===== src/sv/crwh_pkg.sv =====
// Package for the closest ray-to-wall hit unit.
// Shared widths, angle constants, register indexes and the CORDIC arctangent steps.
// No dependencies.
package crwh_pkg;

    localparam int COORD_W  = 24;
    localparam int WIDX_W   = 6;
    localparam int OFF_W    = 18;
    localparam int WIU_W    = 7;
    localparam int MD_W     = 13;
    localparam int CFG_IX_W = 1;
    localparam int T_BITS   = 24;
    localparam int ANG_W    = 21;

    localparam int DEF_MAX_WALLS    = 64;
    localparam int DEF_FRAC_BITS    = 8;
    localparam int DEF_CORDIC_STEPS = 16;

    localparam logic [MD_W-1:0] MD_RESET = 13'd3000;

    localparam logic [CFG_IX_W-1:0] REG_WALLS_IN_USE = 1'b0;
    localparam logic [CFG_IX_W-1:0] REG_MAX_DISTANCE = 1'b1;

    localparam logic signed [ANG_W-1:0] ANG_PI      = 21'sd205887;
    localparam logic signed [ANG_W-1:0] ANG_HALF_PI = 21'sd102944;
    localparam logic signed [ANG_W-1:0] ANG_TWO_PI  = 21'sd411775;
    localparam int                      CORDIC_K_Q30 = 652032874;

    typedef struct packed {
        logic valid;
        logic last;
    } ctl_t;

    // atan(2^-i) in Q16
    function automatic logic [17:0] atan_step(input logic [4:0] i);
        logic [17:0] v;
        begin
            case (i)
                5'd0:    v = 18'd51472;
                5'd1:    v = 18'd30386;
                5'd2:    v = 18'd16055;
                5'd3:    v = 18'd8150;
                5'd4:    v = 18'd4091;
                5'd5:    v = 18'd2047;
                default: v = (i <= 5'd16) ? (18'd1 << (5'd16 - i)) : 18'd0;
            endcase
            return v;
        end
    endfunction

endpackage


===== src/sv/crwh_cordic.sv =====
// Ray direction: vectoring CORDIC for the aim angle, rotation CORDIC for the unit
// vector, then scaling by the ray length. One CORDIC step per cycle. Depends on crwh_pkg.
module crwh_cordic #(
    parameter int CORDIC_STEPS = crwh_pkg::DEF_CORDIC_STEPS,
    parameter int FRAC_BITS    = crwh_pkg::DEF_FRAC_BITS,
    parameter int DIR_W        = crwh_pkg::DEF_FRAC_BITS + 16
) (
    input  logic                                clk,
    input  logic                                rst_n,
    input  logic                                start,
    input  logic signed [crwh_pkg::COORD_W:0]   dx,
    input  logic signed [crwh_pkg::COORD_W:0]   dy,
    input  logic signed [crwh_pkg::OFF_W-1:0]   offset,
    input  logic [crwh_pkg::MD_W-1:0]           max_distance,
    output logic                                done,
    output logic signed [DIR_W-1:0]             dir_x,
    output logic signed [DIR_W-1:0]             dir_y
);

    localparam int XW = 44;
    localparam int SW = $clog2(CORDIC_STEPS + 1);
    localparam int RS = 30 - FRAC_BITS;
    localparam int PW = 47;
    localparam int AW = crwh_pkg::ANG_W;

    localparam logic [2:0] C_IDLE = 3'd0;
    localparam logic [2:0] C_VEC  = 3'd1;
    localparam logic [2:0] C_PREP = 3'd2;
    localparam logic [2:0] C_ROT  = 3'd3;
    localparam logic [2:0] C_MUL  = 3'd4;
    localparam logic [2:0] C_RND  = 3'd5;

    localparam logic signed [PW-1:0] RND_HALF = PW'(1) << (RS - 1);

    logic [2:0]              state_reg;
    logic [SW-1:0]           step_reg;
    logic signed [XW-1:0]    x_reg, y_reg;
    logic signed [AW-1:0]    z_reg, base_reg;
    logic signed [crwh_pkg::OFF_W-1:0] off_reg;
    logic                    flip_reg;
    logic signed [PW-1:0]    prod_x_reg, prod_y_reg;
    logic signed [DIR_W-1:0] dir_x_reg, dir_y_reg;
    logic                    done_reg;

    logic signed [XW-1:0]    xs, ys, x_next, y_next, dxe, dye, cx, cy;
    logic signed [AW-1:0]    at, z_next, a0, a1, a2;
    logic                    s_pos, flip_next, last_step;

    assign xs = x_reg >>> step_reg;
    assign ys = y_reg >>> step_reg;
    assign at = $signed({3'b000, crwh_pkg::atan_step(5'(step_reg))});
    assign last_step = (step_reg == SW'(CORDIC_STEPS - 1));
    assign dxe = {{(XW - 41){dx[crwh_pkg::COORD_W]}}, dx, 16'h0000};
    assign dye = {{(XW - 41){dy[crwh_pkg::COORD_W]}}, dy, 16'h0000};
    assign cx = flip_reg ? -x_reg : x_reg;
    assign cy = flip_reg ? -y_reg : y_reg;

    always_comb
    begin
        s_pos = (state_reg == C_VEC) ? !(y_reg > 0) : !z_reg[AW-1];
        if (s_pos)
        begin
            x_next = x_reg - ys;
            y_next = y_reg + xs;
            z_next = z_reg - at;
        end
        else
        begin
            x_next = x_reg + ys;
            y_next = y_reg - xs;
            z_next = z_reg + at;
        end
    end

    // angle wrap and half-plane fold
    always_comb
    begin
        a0 = base_reg + z_reg + AW'(off_reg);
        if (a0 > crwh_pkg::ANG_PI)
            a1 = a0 - crwh_pkg::ANG_TWO_PI;
        else if (a0 < -crwh_pkg::ANG_PI)
            a1 = a0 + crwh_pkg::ANG_TWO_PI;
        else
            a1 = a0;
        flip_next = 1'b0;
        a2 = a1;
        if (a1 > crwh_pkg::ANG_HALF_PI)
        begin
            a2 = a1 - crwh_pkg::ANG_PI;
            flip_next = 1'b1;
        end
        else if (a1 < -crwh_pkg::ANG_HALF_PI)
        begin
            a2 = a1 + crwh_pkg::ANG_PI;
            flip_next = 1'b1;
        end
    end

    always_ff @(posedge clk or negedge rst_n)
    begin
        if (!rst_n)
        begin
            state_reg <= C_IDLE;
            done_reg  <= 1'b0;
        end
        else
        begin
            done_reg <= 1'b0;
            case (state_reg)
                C_IDLE:
                begin
                    if (start)
                    begin
                        if (dx == '0 && dy == '0)
                            state_reg <= C_PREP;
                        else
                            state_reg <= C_VEC;
                    end
                end
                C_VEC:
                begin
                    if (last_step)
                        state_reg <= C_PREP;
                end
                C_PREP:
                begin
                    state_reg <= C_ROT;
                end
                C_ROT:
                begin
                    if (last_step)
                        state_reg <= C_MUL;
                end
                C_MUL:
                begin
                    state_reg <= C_RND;
                end
                C_RND:
                begin
                    done_reg  <= 1'b1;
                    state_reg <= C_IDLE;
                end
                default:
                begin
                    state_reg <= C_IDLE;
                end
            endcase
        end
    end

    always_ff @(posedge clk)
    begin
        case (state_reg)
            C_IDLE:
            begin
                step_reg <= '0;
                z_reg    <= '0;
                off_reg  <= offset;
                if (dx < 0)
                begin
                    x_reg    <= -dxe;
                    y_reg    <= -dye;
                    base_reg <= (dy >= 0) ? crwh_pkg::ANG_PI : -crwh_pkg::ANG_PI;
                end
                else
                begin
                    x_reg    <= dxe;
                    y_reg    <= dye;
                    base_reg <= '0;
                end
            end
            C_VEC, C_ROT:
            begin
                x_reg    <= x_next;
                y_reg    <= y_next;
                z_reg    <= z_next;
                step_reg <= step_reg + 1'b1;
            end
            C_PREP:
            begin
                x_reg    <= XW'(crwh_pkg::CORDIC_K_Q30);
                y_reg    <= '0;
                z_reg    <= a2;
                flip_reg <= flip_next;
                step_reg <= '0;
            end
            C_MUL:
            begin
                prod_x_reg <= $signed(cx[32:0]) * $signed({1'b0, max_distance});
                prod_y_reg <= $signed(cy[32:0]) * $signed({1'b0, max_distance});
            end
            C_RND:
            begin
                dir_x_reg <= DIR_W'((prod_x_reg + RND_HALF) >>> RS);
                dir_y_reg <= DIR_W'((prod_y_reg + RND_HALF) >>> RS);
            end
            default:
            begin
            end
        endcase
    end

    assign done  = done_reg;
    assign dir_x = dir_x_reg;
    assign dir_y = dir_y_reg;

endmodule


===== config.mk =====
export PLATFORM = sky130hd
export DESIGN_NAME = crwh_cordic
export DESIGN_NICKNAME = d
export VERILOG_FILES = /design/src/sv/crwh_pkg.sv /design/src/sv/crwh_cordic.sv
export SDC_FILE = /design/constraint.sdc
export NUM_CORES = 2
export LEC_CHECK = 0
export ABC_AREA = 1
export BUFFER_PORTS_ARGS = -buffer_cell sky130_fd_sc_hd__buf_2
export CAP_MARGIN = 15
export CORE_MARGIN = 2
export CORE_UTILIZATION = 29
export CTS_BUF_LIST = sky130_fd_sc_hd__clkbuf_4 sky130_fd_sc_hd__clkbuf_8
export DETAILED_ROUTE_END_ITERATION = 6
export HOLD_SLACK_MARGIN = 0.03
export SYNTH_ARGS = -nofsm -noshare
export SYNTH_HDL_FRONTEND = slang
export SYNTH_SLANG_ARGS = --single-unit

===== constraint.sdc =====
create_clock -name clk -period 11.4 [get_ports clk]
set_input_delay 0.57 -clock clk [delete_from_list [all_inputs] [get_ports clk]]
set_output_delay 0.57 -clock clk [all_outputs]
set_load 0.03 [all_outputs]

# Word level (Yosys, flattened, before mapping)
# Cells that the tools add are included.
[classes] reduce_logical=12 n_mux=26 n_div=0 n_addsub=20 order_cmp=8 n_mul=2 n_bitwise=0 eq_ne=14 n_shift=3
[op_table] op="one-hot mux 44 bit (3 select lines)" count=2
[op_table] op="two-way mux 44 bit" count=4
[op_table] op="two-way mux 21 bit" count=6
[op_table] op="one-hot mux 18 bit (6 select lines)" count=1
[op_table] op="adder 46 x 23 -> 46 bit, second input constant" count=2
[op_table] op="multiplier 33 x 14 -> 46 bit" count=2
[op_table] op="adder 44 bit" count=2
[op_table] op="negator 41 -> 44 bit" count=2
[op_table] op=">>> shifter 44 x 5 -> 44 bit" count=2
[op_table] op="subtractor 44 bit" count=2
[op_table] op="two-way mux 33 bit" count=2
[op_table] op="negator 33 bit" count=2
[op_table] op="one-hot mux 21 bit (3 select lines)" count=1
[op_table] op="zero test 25 bit" count=2
[op_table] op="greater-than comparator 44 x 1 -> 1 bit, second input constant" count=1
[op_table] op=">= comparator 25 x 1 -> 1 bit, second input constant" count=1
[op_table] op="less-than comparator 25 x 1 -> 1 bit, second input constant" count=1
[op_table] op="adder 21 x 18 -> 21 bit" count=1
[op_table] op="adder 21 x 19 -> 21 bit" count=1
[op_table] op="adder 21 x 19 -> 21 bit, second input constant" count=1
[op_table] op="adder 21 x 20 -> 21 bit, second input constant" count=1
[op_table] op="adder 21 bit" count=1
[op_table] op="greater-than comparator 21 x 18 -> 1 bit, second input constant" count=1
[op_table] op="greater-than comparator 21 x 19 -> 1 bit, second input constant" count=1
[op_table] op="31 further kinds" count=43
[word_totals] mem_bits_ro=0 inputBits=84 ramBits=0 latchBits=0 reg_bits=298 memories=0 output_inout_bits=49 wordCells=98

# Longest topological paths before layout
[depth] word_depth=9 depth_mapped=46 mapped_depth_nobuf=44

# Worst setup path after synthesis
# OpenSTA, ideal clock, no wires.
[synth_timing] path_kind="register -> register" startpoint="register x_reg[2]" endpoint="register prod_x_reg[44], data pin" n_path_buf=0 required_ns=11.142 synth_period_minus_slack_ns=7.699 slack_ns=3.701 t_arrival_ns=7.441 setup_ns=0.258 path_stages_with_launch=42 cell_sequence="edfxtp_1 -> nor3_1 -> inv_1 -> nor2_1 -> nand2_1 -> nor2_1 -> nand2_1 -> inv_1 -> nand2_1 -> nor3_2 -> nand4_1 -> nor3_1 -> inv_1 -> nand3_1 -> nand2_1 -> inv_1 -> nor2_1 -> fa_1 -> [6 not listed] -> inv_1 -> fa_1 -> inv_1 -> ha_1 -> nand2_1 -> nor2_1 -> inv_1 -> nor3_1 -> nand3_1 -> nand2_1 -> a21oi_1 -> o21ai_0 -> a21oi_1 -> o31ai_1 -> nand2_1 -> nand3_1 -> nand2_1 -> xnor2_1"
[synth_between] elab_chain_cells=3
[synth_lines] element="from (decl)" line="crwh_cordic.sv:37" rtl="logic signed [XW-1:0] x_reg, y_reg;"
[synth_lines] element="from (signal assigned)" line="crwh_cordic.sv:161" rtl="x_reg <= -dxe;"
[synth_lines] element="from (signal assigned)" line="crwh_cordic.sv:174" rtl="x_reg <= x_next;"
[synth_lines] element="from (signal assigned)" line="crwh_cordic.sv:181" rtl="x_reg <= XW'(crwh_pkg::CORDIC_K_Q30);"
[synth_lines] element="negator 33 bit" line="crwh_cordic.sv:55" rtl="assign cx = flip_reg ? -x_reg : x_reg;"
[synth_lines] element="two-way mux 33 bit (*)" line="crwh_cordic.sv:55"
[synth_lines] element="multiplier 33 x 14 -> 46 bit (*)" line="crwh_cordic.sv:189" rtl="prod_x_reg <= $signed(cx[32:0]) * $signed({1'b0, max_distance});"
[synth_lines] element="to (signal assigned)" line="crwh_cordic.sv:189"
[synth_lines] element="to (decl)" line="crwh_cordic.sv:41" rtl="logic signed [PW-1:0] prod_x_reg, prod_y_reg;"
# Every way passes the cells marked *; elsewhere a longest branch is shown, timed or not.
# A chain may end at the register's enable or synchronous reset.

# Worst setup path after layout
[layout_timing] startpoint="register x_reg[0]" endpoint="register prod_x_reg[43], data pin"
# The elaborated chain is that of the path after synthesis.

==> insert_results.sql <==
INSERT INTO impl_metrics (metric_group, metric, value, unit) VALUES
('yosys', 'yosys-mux-area-fraction', '0.592', '%'),
('timing', 'worst_pin_slew', '1110', 'ps'),
('placement', 'placed_area', '60700', 'um2'),
('layout', 'post_route_cells_drive_above_1_share', '5.26', '%'),
('setup_path', 'cpMostUsedCell', 'inv_1', ''),
('floorplan', 'io-pin-count', '133', ''),
('min_path', 'worst_min_delay_path_category', 'input pin to register', ''),
('yosys', 'postSynthAreaPerCell', '7.18', 'um2'),
('setup_path', 'worstSetupPathDepth', '42', ''),
('layout', 'final_cell_area', '62100', 'um2'),
('yosys', 'synthesis.area', '57500', 'um2'),
('timing', 'relative_max_transition_margin', '26.2', '%'),
('clocking', 'clock_tree.htree_level_count', '2', ''),
('global_routing', 'antenna_found_initial', '26', ''),
('setup_path', 'timing.reg2reg.worst_path_depth', '42', ''),
('global_routing', 'grt_pass1_vias', '52700', ''),
('job', 'max_cap_viol_count', '0', ''),
('drt', 'remaining_drc_errors', '0', ''),
('setup_path', 'crit_end_element', 'register', ''),
('yosys', 'synth-seq-cells', '238', ''),
('drt', 'drtIter0Drc', '4841', ''),
('layout', 'post_layout_nets', '9252', ''),
('timing', 'timing_hold_violations_final', '0', ''),
('setup_path', 'rr_startpoint', 'x_reg[0]$_DFFE_PP_', ''),
('global_routing', 'gr-usage-all-layers', '18.6', '%'),
('yosys', 'yosysSeqAreaShare', '12.4', '%'),
('timing', 'grt_setup_unrepaired', 'false', ''),
('clocking', 'clockBufferDepth', '3', ''),
('placement', 'dp_hpwl', '154000', 'um'),
('clocking', 'number_of_buffers_added_for_setup_after_cts', '0', ''),
('setup_path', 'critical_path.reg2reg.endpoint', 'prod_x_reg[43]$_DFFE_PP_', ''),
('timing', 'period_share', '83.3', '%'),
('global_routing', 'maximum_number_of_pins_on_one_net_before_global_route_repair', '85', ''),
('yosys', 'synth_cells', '8011', ''),
('clocking', 'clkTransAtPathRegs', '60', 'ps'),
('floorplan', 'floorplan.initialDensity', '29.2', '%'),
('placement', 'port-buffer-count', '132', ''),
('drt', 'routed_wire_length_per_instance', '17.7', 'um'),
('setup_path', 'worst-setup-path-type', 'register to register', ''),
('yosys', 'yosys_warnings', '0', ''),
('timing', 'minimum_hold_slack', '173', 'ps'),
('setup_path', 'r2r_setup_slack', '1900', 'ps'),
('run_status', 'outcome', 'completed', ''),
('floorplan', 'core', '197000', 'um2'),
('setup_path', 'critical_path.startpoint', 'x_reg[0]$_DFFE_PP_', ''),
('timing', 'final.setup_skew', '70.3', 'ps'),
('drt', 'avgViaCountPerCell', '4.93', ''),
('setup_path', 'cp_data_required_time', '11860', 'ps'),
('yosys', 'ys_async_sr_fraction', '1.68', '%'),
('placement', 'pre_cts_ws', '1880', 'ps'),
('yosys', 'yosys.area_share.adder', '35.2', '%'),
('drt', 'postRouteAntennaNets', '0', ''),
('timing', 'finalSetupTns', '0', 'ps'),
('floorplan', 'die_w', '449', 'um'),
('clocking', 'cts_root_buf', 'clkbuf_8', ''),
('yosys', 'synth_compound_gate_area_share', '10.8', '%'),
('global_routing', 'globalRouteOverflowTotal', '0', ''),
('yosys', 'distinct_cells_synth', '66', ''),
('global_routing', 'global_route_wire_length_before_repair', '300000', 'um'),
('floorplan', 'die-area', '202000', 'um2'),
('clocking', 'tritoncts', 'built', ''),
('clocking', 'clkSinkCount', '238', ''),
('clocking', 'tritoncts.num_buffers', '53', ''),
('yosys', 'synth_top_family_by_area', 'adder cells', ''),
('floorplan', 'dieHeight', '449', 'um'),
('timing', 'setup_ws', '1900', 'ps'),
('floorplan', 'fp-row-count', '163', ''),
('yosys', 'synth_simple_gate_area_share', '24.3', '%'),
('yosys', 'synth_edf_count', '234', ''),
('setup_path', 'worst_setup_path_start_kind', 'register', ''),
('setup_path', 'worst-path-buf-inv', '12', '');
==> Yosys cell counts, types with 25 or more instances <==
| library cell | count | area [um2] |
|---|---|---|
| nand2_2 | 39 | 244 |
| edfxtp_1 | 234 | 7030 |
| nor4_1 | 27 | 169 |
| o211ai_1 | 35 | 263 |
| a31oi_1 | 45 | 282 |
| xor2_1 | 213 | 1870 |
| ha_1 | 352 | 4400 |
| o21ai_0 | 454 | 2270 |
| or2_2 | 36 | 225 |
| fa_1 | 792 | 15900 |
| nor2_1 | 885 | 3320 |
| buf_1 | 25 | 93.8 |
| nor3_1 | 82 | 410 |
| inv_1 | 1495 | 5610 |
| nand4_1 | 65 | 407 |
| nand2_1 | 1938 | 7270 |
| inv_2 | 26 | 97.6 |
| mux2i_1 | 34 | 340 |
| o21ai_1 | 46 | 230 |
| nand3_1 | 262 | 1310 |
| a21oi_1 | 351 | 1760 |
| o21a_1 | 34 | 255 |
| xnor2_1 | 105 | 920 |
| buf_2 | 34 | 170 |
| clkbuf_1 | 149 | 559 |
==> what timing repair did <==
action | CTS | global route
hold endpoints to repair | 22 | 0
endpoints found under the setup margin | 0 | 0
hold buffers | 19 | 0
gates resized for setup | 0 | 0
==> through the flow <==
stage / instances / util (%)
global route: 10700 / 31.5
CTS: 10700 / 31.4
floorplan: 8011 / -
global placement: 10600 / 30.8
detailed placement: 10600 / 30.8
finish: 10700 / 31.5
==> cell usage in the layout (no fill, tap or decap), drive strengths merged, types with 35 or more instances in the layout <==
master     n
or2       40
a21oi    359
nand2   1983
xor2     213
clkbuf    58
o211ai    35
fa       792
nor3      86
a31oi     46
nand4     67
nand3    271
buf      176
o21ai    507
inv     1523
xnor2    105
ha       352
edfxtp   234
nor2     904
==> cell families after synthesis <==
logic type,Yosys count
AND/OR/NAND/NOR,3408
buffers and inverters,1763
adder cells (fa/ha/maj),1144
AO/OA/AOI/OAI,1106
XOR/XNOR,318
flip-flops,238
multiplexers,34
==> layer usage <==
layer	share of wire [%]	track usage, %
met2	44	29.3
met1	45	26.0
met5	0.041	0
met3	7.9	3.10
met4	2.6	5.20
==> worst min-delay path, delay by kind of cell <==
family	cells	cell delay, ps
buffers and inverters	1	100
AOI/OAI and AO/OA	1	90
and+or+nand+nor	1	60
==> area by class of cell <==
type,instances,area [um2]
Clock inverter,37,319
Inverter,1526,5730
Timing Repair Buffer,195,1180
Clock buffer,58,767
Multi-Input combinational cell,6010,43600
Antenna cell,18,45.0
Sequential cell,238,7130
Fill cell,21400,135000
Tap cell,2640,3300
==> worst min-delay path by stage <==
stage | start | end | slack (ps) | cells after the start
after floorplan | rst_n | done$_DFF_PN0_ | 270 | 0
after global placement | rst_n | done$_DFF_PN0_ | 380 | 1
after detailed placement | rst_n | state_reg[1]$_DFFE_PN0P_ | 380 | 1
after CTS | dx[22] | x_reg[38]$_DFFE_PP_ | 80 | 3
after global routing | dy[2] | y_reg[18]$_DFFE_PP_ | 150 | 3
final | dx[22] | x_reg[38]$_DFFE_PP_ | 170 | 3
Power is left out: the tool's default activity adds up to more than one toggle a clock period on the data nets, which glitch-free logic cannot reach.
